$ cat src/design/psd_pkg.sv
package psd_pkg;

  localparam int CoordW = 16;                 // signed Q8.8 coordinate
  localparam int DiffW  = CoordW + 1;         // coordinate difference
  localparam int MagW   = CoordW;             // |difference|
  localparam int LenW   = 2 * CoordW + 2;     // squared length d.d
  localparam int ProjW  = 2 * CoordW + 3;     // signed projection w.d
  localparam int DenW   = LenW + 1;           // 2 * d.d
  localparam int QW     = CoordW + 1;         // quotient bits, one per divider cell
  localparam int NumW   = DenW + QW;          // 2*T*|d| + L
  localparam int VW     = CoordW + 3;         // signed offset to closest point
  localparam int VMagW  = CoordW + 2;
  localparam int SqW    = 2 * VMagW;
  localparam int SumW   = SqW + 2;            // sum of three squares
  localparam int RtW    = SumW / 2;           // root bits, one per sqrt cell
  localparam int RemW   = RtW + 2;
  localparam int DistW  = 17;
  localparam int RegionW = 2;

  typedef enum logic [RegionW-1:0] {
    RegDegen    = 2'd0,
    RegBefore   = 2'd1,
    RegPast     = 2'd2,
    RegInterior = 2'd3
  } region_e;

  // data that rides alongside the divider chain
  typedef struct packed {
    logic [2:0][DiffW-1:0] w;     // P - S
    logic [2:0][DiffW-1:0] pe;    // P - E
    logic [2:0]            dneg;  // sign of E - S
    region_e               region;
  } side_t;

endpackage

$ cat src/design/psd_div_cell.sv
module psd_div_cell (
  input  logic                      clk_i,
  input  logic                      en_i,
  input  logic [psd_pkg::DenW-1:0]  den_i,
  input  logic [psd_pkg::DenW-1:0]  rem_i,
  input  logic [psd_pkg::QW-1:0]    rest_i,
  input  logic [psd_pkg::QW-1:0]    quo_i,
  output logic [psd_pkg::DenW-1:0]  den_o,
  output logic [psd_pkg::DenW-1:0]  rem_o,
  output logic [psd_pkg::QW-1:0]    rest_o,
  output logic [psd_pkg::QW-1:0]    quo_o
);

  logic [psd_pkg::DenW:0]   trial;
  logic [psd_pkg::DenW:0]   diff;
  logic                     ge;
  logic [psd_pkg::DenW-1:0] rem_d;

  // one restoring step: bring down the next numerator bit
  assign trial = {rem_i, rest_i[psd_pkg::QW-1]};
  assign diff  = trial - {1'b0, den_i};
  assign ge    = trial >= {1'b0, den_i};
  assign rem_d = ge ? diff[psd_pkg::DenW-1:0] : trial[psd_pkg::DenW-1:0];

  always_ff @(posedge clk_i) begin
    if (en_i) begin
      den_o  <= den_i;
      rem_o  <= rem_d;
      rest_o <= {rest_i[psd_pkg::QW-2:0], 1'b0};
      quo_o  <= {quo_i[psd_pkg::QW-2:0], ge};
    end
  end

endmodule

$ cat config.mk
export PLATFORM = sky130hd
export DESIGN_NAME = psd_div_cell
export DESIGN_NICKNAME = d
export VERILOG_FILES = /design/src/design/psd_pkg.sv /design/src/design/psd_div_cell.sv
export SDC_FILE = /design/constraint.sdc
export NUM_CORES = 1
export LEC_CHECK = 0
export ABC_CLOCK_PERIOD_IN_PS = 2700
export BUFFER_PORTS_ARGS = -buffer_cell sky130_fd_sc_hd__buf_2
export CORE_UTILIZATION = 45
export DETAILED_ROUTE_END_ITERATION = 7
export PLACE_DENSITY_LB_ADDON = 0.15
export SETUP_SLACK_MARGIN = 0.4
export SLEW_MARGIN = 0
export SYNTH_ARGS = -nofsm -noshare
export SYNTH_HDL_FRONTEND = slang
export SYNTH_SLANG_ARGS = --single-unit
export TNS_END_PERCENT = 5
$ cat constraint.sdc
create_clock -name clk_i -period 2.7 [get_ports clk_i]
set_input_delay 0.135 -clock clk_i [delete_from_list [all_inputs] [get_ports clk_i]]
set_output_delay 0.135 -clock clk_i [all_outputs]
set_load 0.02 [all_outputs]
==> metrics.log <==
[metrics] number of enable flip-flop cells after synthesis: 103
[metrics] number of distinct library cell variants in the gate-level netlist after synthesis: 56
[metrics] maximum single-stage delay on the critical path: 0.31 ns
[metrics] met1 WL: 6800 µm
[metrics] Die Wd: 114 µm
[metrics] uppermost metal layer occupied by signal nets: met4
[metrics] critical path class: in -> reg
[metrics] Filler cells: 917
[metrics] worst setup margin: 0.217 ns
[metrics] buffer levels on the longest clock path: 2
[metrics] initial antenna violation count: 0
[metrics] drt wl/cell: 15.0 µm
[metrics] number of hold violations in the final report: 0
[metrics] share of synthesized area occupied by flip-flops and latches: 54.6%
[metrics] critical path data arrival time: 2.59 ns
[metrics] WHS Path Cells: 1
[metrics] quantity of I/O buffers inserted on ports: 207
[metrics] smallest hold slack: 0.0241 ns
[metrics] synthesized cell area: 0.00566 mm²
[metrics] leakage dissipation: 3.94 nW
[metrics] TritonCTS clock tree: yes
[metrics] critical path cell sequence: buf_2 > inv_1 > ha_1 > a21o_1 > a21o_1 > a21o_1 > a41o_1 > a2111oi_4 > o21ai_2 > a211oi_4 > buf_6 > mux2_4
[metrics] class of the worst hold path: in -> reg
[metrics] Final Non-Filler Cells: 1055
[metrics] number of maximum-capacitance constraint violations: 0
[metrics] Setup violations, final: 0
[metrics] Async SR Flop Fraction: 0%
[metrics] vias in the first global route: 5224
[metrics] DRC violation count after routing: 0
[metrics] total number of vias: 5267
[metrics] area growth from synthesis to layout: 52.8%
[metrics] drt via density: 4.99
[metrics] min cycle time layout: 2.48 ns
[metrics] Clock Root Buffer: sky130_fd_sc_hd__clkbuf_16
[metrics] die area: 0.0130 mm²
[metrics] leftover overflow at the end of global routing: 0
[metrics] routed wl met3: 973 µm
[metrics] data required time at the worst endpoint: 2.80 ns
[metrics] critical path peak fanout: 7
[metrics] number of standard cells after synthesis: 520
[metrics] type of element capturing the critical path: flop
[metrics] Antenna diodes: 0
[metrics] Final Max Tran Viols: 0
[metrics] Top cell by count, worst path: sky130_fd_sc_hd__a21o_1
[metrics] slowest stage cell, crit path: sky130_fd_sc_hd__ha_1
[metrics] run status: complete, no violations
[metrics] #FFs+latches synth: 103
[metrics] worst slack at placement: -0.344 ns
[metrics] final estimated routing congestion in global placement: 0.856
[metrics] Post-Route Setup TNS: 0 ns
[metrics] overall routing resource usage: 24.3%
[metrics] final worst path period share: 92.0%
[metrics] routed wire length on met2: 7790 µm
[metrics] Core Area: 0.0122 mm²
[metrics] Rows: 40
[metrics] post-synth net total: 662
[metrics] number of CTS-inserted buffers: 9
[metrics] Starting DRT DRC Count: 389
[metrics] proportion of layout cells with a drive suffix above 1: 39.8%
[metrics] total power after layout: 4.64 mW
[metrics] initial core utilization: 46.6%
[metrics] worst vdd rail ir drop: 323 µV
[metrics] prevailing post-synth register cell: sky130_fd_sc_hd__edfxtp_1
[metrics] post-synth top area share: 54.6%
[metrics] Pwr per Cell Area: 536 mW/mm²
[metrics] nets@finish: 1025
[metrics] final HPWL from detailed placement: 11400 µm
[metrics] main area contributors after synthesis: sky130_fd_sc_hd__edfxtp_1 55%, sky130_fd_sc_hd__ha_1 7.7%, sky130_fd_sc_hd__nand2_1 4.0%
[metrics] largest net degree at the start of global routing: 51
[metrics] global-route wire length before repair: 24500 µm
[metrics] Die Y: 114 µm
[metrics] number of top-level pins: 210
[metrics] Critical Path Start: den_i[29]
[metrics] first-pass detailed-route iteration total: 5
[metrics] placed instance count: 975
[metrics] Final Routed Wirelength: 15800 µm
[metrics] largest area contributor in the netlist: sky130_fd_sc_hd__edfxtp_1
[metrics] H-tree depth: 3
[metrics] clock-pin slew of the registers on the worst-case setup and hold paths: 0.07 ns
[metrics] number of clock sinks: 103
[metrics] unrepaired setup endpoints after global routing: yes
[metrics] CP Capture Point: rem_o[17]$_DFFE_PP_
[metrics] Startpoint Class: input port
[metrics] average instance area after synthesis: 10.9 µm²
[metrics] Ys Warns: 0
[metrics] Antenna Nets Post-Route: 0
[metrics] peak clock frequency supported by timing: 403 MHz
## registers in the layout, summed over array words and instances, names as in the netlist
| register | count |
|---|---|
| den_o | 35 |
| quo_o | 17 |
| rem_o | 35 |
| rest_o | 16 |
## final cells by class
type	count	area (µm²)	area share (%)
clock buffers	9	225	2.60
clock inverters	6	35.0	0.405
inverters	47	189	2.18
multi-input cells	348	2410	27.9
flip-flops and latches	103	3090	35.7
well taps	168	210	2.43
repair buffers	374	2490	28.8
## kinds of logic after synthesis
kind of cell,Yosys count,synth area share (%)
other,1,0.0662
adders and majority gates,36,8.09
buffers and inverters,69,5.19
DFF,103,54.6
and+or+nand+nor,133,10.9
AOI/OAI and AO/OA,149,16.6
xor gates and xnor gates,26,4.02
muxes,3,0.552
## how the worst min path moves through the flow
| stage | from | to | slack (ns) |
|---|---|---|---|
| 2_1_floorplan | den_i[0] | den_o[0]$_DFFE_PP_ | 0.23 |
| 4_1_cts | den_i[0] | den_o[0]$_DFFE_PP_ | 0.01 |
| 5_1_grt | den_i[0] | den_o[0]$_DFFE_PP_ | 0.03 |
| 3_5_place_dp | quo_i[2] | quo_o[3]$_DFFE_PP_ | 0.31 |
| 6_report | den_i[0] | den_o[0]$_DFFE_PP_ | 0.02 |
| 3_3_place_gp | quo_i[2] | quo_o[3]$_DFFE_PP_ | 0.31 |
## routing by layer
layer / vias up / GRT usage [%]
met1: 2452 / 29.3
met3: 18 / 4.55
met5: - / 0
li1: 2625 / -
met4: 0 / 8.74
met2: 172 / 43.2
## synthesized netlist by cell type, types with 2 or more instances
cell / n
sky130_fd_sc_hd__a21o_1: 13
sky130_fd_sc_hd__xor2_1: 9
sky130_fd_sc_hd__clkbuf_1: 13
sky130_fd_sc_hd__xnor2_1: 17
sky130_fd_sc_hd__a211oi_1: 4
sky130_fd_sc_hd__nand4_1: 6
sky130_fd_sc_hd__o21ai_0: 21
sky130_fd_sc_hd__inv_1: 47
sky130_fd_sc_hd__o31ai_1: 4
sky130_fd_sc_hd__nor4_1: 4
sky130_fd_sc_hd__ha_1: 35
sky130_fd_sc_hd__or4_1: 3
sky130_fd_sc_hd__o22ai_1: 2
sky130_fd_sc_hd__edfxtp_1: 103
sky130_fd_sc_hd__nand3_1: 8
sky130_fd_sc_hd__o21a_1: 7
sky130_fd_sc_hd__buf_4: 2
sky130_fd_sc_hd__a21boi_0: 3
sky130_fd_sc_hd__buf_2: 4
sky130_fd_sc_hd__o21ai_1: 26
sky130_fd_sc_hd__and3_1: 7
sky130_fd_sc_hd__o21bai_1: 5
sky130_fd_sc_hd__nor3b_1: 2
sky130_fd_sc_hd__buf_6: 3
sky130_fd_sc_hd__nand2b_1: 3
sky130_fd_sc_hd__mux2i_1: 2
sky130_fd_sc_hd__a21oi_1: 39
sky130_fd_sc_hd__a31oi_1: 6
sky130_fd_sc_hd__a2111oi_0: 2
sky130_fd_sc_hd__nor3_1: 6
sky130_fd_sc_hd__nor2_1: 21
sky130_fd_sc_hd__nand2_1: 61
sky130_fd_sc_hd__o31a_1: 2
sky130_fd_sc_hd__nor2b_1: 8
## cell usage in the layout (no fill, tap or decap), types with 19 or more instances in the layout
cell type,netlist,layout
sky130_fd_sc_hd__a21oi_1,39,34
sky130_fd_sc_hd__buf_2,4,205
sky130_fd_sc_hd__buf_4,2,98
sky130_fd_sc_hd__dlygate4sd3_1,0,64
sky130_fd_sc_hd__edfxtp_1,103,103
sky130_fd_sc_hd__ha_1,35,30
sky130_fd_sc_hd__inv_1,47,44
sky130_fd_sc_hd__nand2_1,61,61
sky130_fd_sc_hd__nor2_1,21,21
sky130_fd_sc_hd__o21ai_0,21,19
sky130_fd_sc_hd__o21ai_1,26,25
## power breakdown
part / total [mW] / leakage, nW / switching [mW] / internal (mW)
Sequential: 2.01 / 1.01 / 0.0426 / 1.97
Clock: 1.18 / 0.131 / 0.567 / 0.617
Combinational: 1.45 / 2.80 / 0.796 / 0.651
## through the flow
step	util (%)	instance area, µm²
2_1_floorplan	-	5710
3_3_place_gp	62.7	7620
3_5_place_dp	62.7	7620
4_1_cts	70.7	8600
5_1_grt	71.2	8650
6_report	71.2	8650
## what timing repair did
item / 4_1_cts / 5_1_grt
cloned: 1 / 0
buffers inserted: 0 / 0
endpoints found under the hold margin: 64 / 0
pin swaps: 8 / 7
gates resized for setup: 17 / 13
setup endpoints to repair: 36 / 36
hold buffers: 64 / 0
## worst max-delay path: cells and delay by family
family                   cells  cell delay (ns)
AO/OA/AOI/OAI                7             1.52
buffers and inverters        3             0.31
adder cells (fa/ha/maj)      1             0.31
multiplexers                 1             0.30
No activity file was read; power rests on OpenSTA's default activity.
