File: config.mk
export PLATFORM = sky130hd
export DESIGN_NAME = psd_sqrt_cell
export DESIGN_NICKNAME = d
export VERILOG_FILES = /design/src/design/psd_pkg.sv /design/src/design/psd_sqrt_cell.sv
export SDC_FILE = /design/constraint.sdc
export NUM_CORES = 1
export LEC_CHECK = 0
export ABC_AREA = 1
export BUFFER_PORTS_ARGS = -buffer_cell sky130_fd_sc_hd__buf_2
export CAP_MARGIN = 30
export CORE_MARGIN = 2
export CORE_UTILIZATION = 53
export CTS_CLUSTER_SIZE = 24
export DETAILED_ROUTE_END_ITERATION = 8
export PLACE_DENSITY = 0.86
export SKIP_CTS_REPAIR_TIMING = 1
export SYNTH_ARGS = -nofsm -noshare
export SYNTH_HDL_FRONTEND = slang
export SYNTH_SLANG_ARGS = --single-unit
export TNS_END_PERCENT = 20
File: constraint.sdc
create_clock -name clk_i -period 4.2 [get_ports clk_i]
set_clock_uncertainty 0.05 [all_clocks]
set_input_delay 0.84 -clock clk_i [delete_from_list [all_inputs] [get_ports clk_i]]
set_output_delay 0.84 -clock clk_i [all_outputs]
set_load 0.01 [all_outputs]
File: src/design/psd_pkg.sv
package psd_pkg;

  localparam int CoordW = 16;                 // signed Q8.8 coordinate
  localparam int DiffW  = CoordW + 1;         // coordinate difference
  localparam int MagW   = CoordW;             // |difference|
  localparam int LenW   = 2 * CoordW + 2;     // squared length d.d
  localparam int ProjW  = 2 * CoordW + 3;     // signed projection w.d
  localparam int DenW   = LenW + 1;           // 2 * d.d
  localparam int QW     = CoordW + 1;         // quotient bits, one per divider cell
  localparam int NumW   = DenW + QW;          // 2*T*|d| + L
  localparam int VW     = CoordW + 3;         // signed offset to closest point
  localparam int VMagW  = CoordW + 2;
  localparam int SqW    = 2 * VMagW;
  localparam int SumW   = SqW + 2;            // sum of three squares
  localparam int RtW    = SumW / 2;           // root bits, one per sqrt cell
  localparam int RemW   = RtW + 2;
  localparam int DistW  = 17;
  localparam int RegionW = 2;

  typedef enum logic [RegionW-1:0] {
    RegDegen    = 2'd0,
    RegBefore   = 2'd1,
    RegPast     = 2'd2,
    RegInterior = 2'd3
  } region_e;

  // data that rides alongside the divider chain
  typedef struct packed {
    logic [2:0][DiffW-1:0] w;     // P - S
    logic [2:0][DiffW-1:0] pe;    // P - E
    logic [2:0]            dneg;  // sign of E - S
    region_e               region;
  } side_t;

endpackage

File: src/design/psd_sqrt_cell.sv
module psd_sqrt_cell (
  input  logic                      clk_i,
  input  logic                      en_i,
  input  logic [psd_pkg::SumW-1:0]  rad_i,
  input  logic [psd_pkg::RemW-1:0]  rem_i,
  input  logic [psd_pkg::RtW-1:0]   root_i,
  output logic [psd_pkg::SumW-1:0]  rad_o,
  output logic [psd_pkg::RemW-1:0]  rem_o,
  output logic [psd_pkg::RtW-1:0]   root_o
);

  logic [psd_pkg::RemW+1:0] r;
  logic [psd_pkg::RemW+1:0] trial;
  logic [psd_pkg::RemW+1:0] diff;
  logic                     ge;

  // one root digit: two radicand bits in, trial 4*root+1
  assign r     = {rem_i, rad_i[psd_pkg::SumW-1 -: 2]};
  assign trial = {{(psd_pkg::RemW - psd_pkg::RtW){1'b0}}, root_i, 2'b01};
  assign diff  = r - trial;
  assign ge    = r >= trial;

  always_ff @(posedge clk_i) begin
    if (en_i) begin
      rad_o  <= {rad_i[psd_pkg::SumW-3:0], 2'b00};
      rem_o  <= ge ? diff[psd_pkg::RemW-1:0] : r[psd_pkg::RemW-1:0];
      root_o <= {root_i[psd_pkg::RtW-2:0], ge};
    end
  end

endmodule

==> results of run 1 <==
==> layer usage <==
layer  global-route usage, %  part of all wire, %  up-vias
li1                        -                    -     1776
met1                    29.5                   40     1625
met2                    42.4                   51      132
met3                    6.29                  7.2       15
met4                    7.73                  1.8        0
met5                       0                    0        -
==> sequential cells by signal, indices dropped and copies added, names as in the netlist <==
name and cells:
rad_o 36, rem_o 21, root_o 19
==> cell families (layout without fill, tap and decap cells) <==
group / after synthesis / count (layout) / share of synthesized area (%)
compound gates: 30 / 30 / 4.55
xor+xnor: 9 / 9 / 1.85
fa+ha+maj: 21 / 21 / 6.17
buf+inv: 89 / 253 / 9.19
flops: 76 / 76 / 53.6
other cells: 1 / 2 / 0.0880
simple gates: 224 / 224 / 24.6
==> metrics by stage <==
| step | std cells | total power, mW | worst slack, ps | util (%) | area (µm²) |
|---|---|---|---|---|---|
| after floorplan | 451 | 1.23 | 1800 | - | 4260 |
| after global placement | 702 | 1.38 | 1220 | 65.5 | 5090 |
| after detailed placement | 702 | 1.40 | 1130 | 65.5 | 5090 |
| after CTS | 717 | 2.00 | 1520 | 68.3 | 5300 |
| after global routing | 717 | 2.09 | 1300 | 68.3 | 5300 |
| final | 717 | 1.98 | 1530 | 68.3 | 5300 |
==> cells in the final DEF (no fill, tap or decap), types with 2 or more instances in the layout <==
cell,count
o21ai_2,8
clkinv_4,2
o21ai_0,2
nor2_4,5
edfxtp_1,76
conb_1,2
nor2_2,2
a21oi_1,14
nand3b_1,6
buf_2,155
nor3_1,5
inv_2,2
nand4_1,2
nand3_1,32
ha_1,21
nand2_1,133
nand3_2,5
inv_1,80
o21bai_1,4
xor2_1,6
nand2_2,10
xnor2_1,3
clkbuf_8,9
nor2_1,21
bufinv_16,2
==> power groups by stage <==
stage	clock [mW]	sequential (mW)	combinational (mW)
6_report	0.603	0.942	0.436
5_1_grt	0.652	0.949	0.488
4_1_cts	0.617	0.943	0.439
3_5_place_dp	0	0.961	0.438
3_3_place_gp	0	0.956	0.426
2_1_floorplan	0	1.00	0.224
==> how the worst min path moves through the flow <==
stage | startpoint | end | slack, ps | cells after the start
after floorplan | rad_i[8] | rad_o[10] | 890 | 0
after global placement | rad_i[4] | rad_o[6] | 970 | 1
after detailed placement | rad_i[35] | rad_o[37] | 970 | 1
after CTS | rad_i[5] | rad_o[7] | 600 | 1
after global routing | rad_i[35] | rad_o[37] | 590 | 1
final | rad_i[32] | rad_o[34] | 620 | 1
==> critical path, stage by stage <==
cell and delay, ps:
buf_2 90, inv_1 40, ha_1 340, nand2_2 120, inv_1 60, a21oi_1 170
nand2_2 120, nand2_1 120, nand4_4 450, nand2_1 270, o21ai_2 80
==> final cells by class <==
class                   instances  area (µm²)
clock inverters                 6        90.1
clock buffers                   9         124
inverters                      82         308
fillers                       664        2460
well taps                     102         128
flip-flops and latches         76        2280
multi-input cells             286        1590
repair buffers                156         783
==> synthesized netlist by cell type (5+ instances only) <==
| cell type | instances |
|---|---|
| ha_1 | 21 |
| nand3_1 | 32 |
| nand3b_1 | 6 |
| nand2_1 | 133 |
| inv_1 | 80 |
| nor2_1 | 21 |
| xor2_1 | 6 |
| nand3_2 | 5 |
| a21oi_1 | 14 |
| edfxtp_1 | 76 |
| nor2_4 | 5 |
| nor3_1 | 5 |
| o21ai_2 | 8 |
| nand2_2 | 10 |
==> results.ini, run 1 <==
[outcome]
run_status = complete, no violations

[floorplanning]
die_w_um = 93.6
ios = 158
fp.dieH_um = 93.6
num_rows = 32
initial_core_util_pct = 54.8
coreArea_um2 = 7770
die-area_um2 = 8770

[final_layout]
area_delta_synth_final_pct = 24.5
final_nets = 712
drive_above_1_share_pct = 33.5
num_antenna_cells = 0

[drt]
num_vias = 3548
vias_per_cell = 4.95
wl_per_cell_um = 14.3
drc = 0
wl_mm = 10.2
drtPass1Iterations = 5
first_iter_violations = 178
antenna_left = 0

[synth]
synth.distinct_cells = 30
yosys_warnings = 0
synth_area_leaders = edfxtp_1 54%, nand2_1 12%, inv_1 7.1%, ha_1 6.2%, nand3_1 3.8%
yosys.area.top_type = edfxtp_1
ys_seq_area_share_pct = 53.6
synth_flop_cell = edfxtp_1
synth-edff-count = 76
syn_area_per_cell_um2 = 9.46
synth_top_area_share_pct = 53.6
ys_ff_latch = 76
synth.cell_area_um2 = 4260
synthCells = 450
async_flop_share_pct = 0

[global_route]
antenna_found_initial = 0
grtUsageTotal_pct = 24.3
grt_pass1_vias = 3439
grt_pass1_wl_mm = 16.3
overflow = 0
grt_max_degree = 77

[power_and_ir_drop]
p_int_mw = 1.43
vdd.ir_drop.worst_v = 0.000176
p_sw_uw = 555
clockPowerShare_pct = 30.4
power_frac_comb_pct = 22.0
leakage_nw = 2.66
power.density_nw_per_um2 = 373
p_seq_share_pct = 47.6
switching_share_pct = 28.0

[timing]
final.setup.tns_ps = 0
hold_violations = 0
slew_headroom_pct = 34.3
fin_crit_sh_pct = 63.6
fin_crit_ps = 2670
setup_violations = 0
slew_viol_final = 0
timing.hold.ws_ps = 622
grt_setup_unrepaired = false
timing.fmax_ghz = 0.374
tightest_slew_ps = 985

[job]
timing.max_cap.violations = 0

[worst_setup_path]
critical_path_peak_fanout = 30
crit_path_end = rem_o[1]
worstPathArrival_ps = 2710
required_ps = 4240
crit_path_end_kind = flip-flop
startpoint = root_i[3]
path_class = in -> reg
crit_path_start_kind = input pin

[clocking]
cts_buffers = 9
cts-root-buf = clkbuf_8
cts_max_level = 3
cts_sinks = 76
clkTransAtPathRegs_ps = 80
clk_path_buf_depth = 2
cts_tree = yes

[placed_design]
port_buffers = 155
gp_congestion = 0.904
dp_hpwl_mm = 8.10

[min_path]
hold_path.class = in -> reg

No activity file was read; power rests on OpenSTA's default activity.
==> run 2: changes to the inputs <==
CORE_UTILIZATION = 45   (was 53)
PLACE_DENSITY = 0.78   (was 0.86)
clock period = 2.3 ns   (was 4.2 ns; I/O delays follow)
==> results.ini, run 2 (synthesis results as in run 1) <==
[final_layout]
final_cell_mix = 154 x buf_2, 133 x nand2_1, 80 x inv_1
post-route-util_pct = 61.3
area_delta_synth_final_pct = 32.4
largest_reg_flops = 36
num_antenna_cells = 0
finalNonFillerCells = 756
final_nets = 742
mostFrequentLayoutCell = buf_2
top_register = rad_o
drive_above_1_share_pct = 36.6
reg_top3 = rad_o: 36 flops, rem_o: 21 flops, root_o: 19 flops

[worst_setup_path]
crit_path_end_kind = flip-flop
worstPathArrival_ps = 2090
required_ps = 2350
crit_path_start_kind = input pin
critical_path_peak_fanout = 4
path_class = in -> reg
startpoint = root_i[1]

[placed_design]
port_buffers = 155
dp_hpwl_mm = 8.67
dp.cells = 741
gp_congestion = 0.905
dp_slack_ps = -125

[timing]
fin_crit_sh_pct = 88.9
timing.fmax_ghz = 0.489
timing.hold.ws_ps = 234
final.setup.tns_ps = 0
hold_violations = 0
setup_violations = 0
grt_setup_unrepaired = false
tightest_slew_ps = 600
fin_crit_ps = 2050
slew_headroom_pct = 59.9
worst_slack_ps = 254
slew_viol_final = 0

[clocking]
clk_path_buf_depth = 2
cts_sinks = 76
clkTransAtPathRegs_ps = 90
cts_buffers = 9
cts-root-buf = clkbuf_8
cts_max_level = 3
cts_tree = yes

[floorplanning]
ios = 158
coreArea_um2 = 9200
fp.dieH_um = 101
initial_core_util_pct = 46.3
num_rows = 35
die-area_um2 = 10300
die_w_um = 101

[power_and_ir_drop]
power.density_nw_per_um2 = 698
p_sw_mw = 1.04
power_frac_comb_pct = 22.5
p_seq_share_pct = 43.6
clockPowerShare_pct = 33.9
p_int_mw = 2.89
leakage_nw = 2.85
vdd.ir_drop.worst_v = 0.000317
switching_share_pct = 26.5

[global_route]
grt_pass1_wl_mm = 16.7
met1_usage_pct = 24.9
use_met2_pct = 38.1
grtUsageTotal_pct = 21.2
globalRouteMet3Util_pct = 4.76
overflow = 0
grt_max_degree = 30
antenna_found_initial = 0
grt_pass1_vias = 3560
top_usage_layer = met2

[drt]
num_vias = 3647
first_iter_violations = 122
drc = 0
drtPass1Iterations = 4
wl_mm = 10.8
antenna_left = 0
wl_per_cell_um = 14.2
vias_per_cell = 4.82

[min_path]
worstHoldEndpoint = rad_o[25]
hold_path.class = in -> reg
holdCritStartpoint = rad_i[23]
holdPathStages = 1

[job]
timing.max_cap.violations = 0

[outcome]
run_status = complete, no violations

## run 2: power by group through the flow
stage	clock, mW	combinational [mW]	sequential (mW)
2_1_floorplan	0	0.408	1.83
3_3_place_gp	0	0.875	1.74
3_5_place_dp	0	0.890	1.75
4_1_cts	1.36	0.892	1.72
5_1_grt	1.40	0.987	1.73
6_report	1.33	0.885	1.72
## run 2: cell type report
| type | count | area (µm²) |
|---|---|---|
| clock buffer | 9 | 124 |
| clock inverter | 6 | 138 |
| fill | 817 | 3560 |
| inverter | 82 | 308 |
| multi-input combinational | 286 | 1590 |
| sequential | 76 | 2280 |
| tap | 111 | 139 |
| timing repair buffer | 186 | 1060 |
## run 2: metrics by stage
stage,cell area [µm²],power (mW)
after floorplan,4260,2.24
after global placement,5380,2.62
after detailed placement,5380,2.64
after CTS,5640,3.97
after global routing,5640,4.12
final,5640,3.94
## run 2: worst max-delay path, cell delays in order
cell     delay, ps
buf_2           90
inv_1           40
ha_1           330
nand2_1         90
nor2_1         160
nor2_1          90
o21ai_0        360
nand2_1        150
nand2_1        110
nand2_1         60
nand3_1        100
nand2_1         60
## run 2: metal layers
layer  wire [µm]  vias to the layer above
li1            -                     1838
met1        4540                     1663
met2        5340                      131
met3         672                       15
met4         196                        0
met5           0                        -
## run 2: how the worst max path moves through the flow
stage	end	cells after the start
CTS	rem_o[14]	12
detailed placement	rem_o[14]	12
finish	rem_o[14]	12
floorplan	rem_o[1]	11
global placement	rem_o[14]	12
global route	rem_o[14]	12
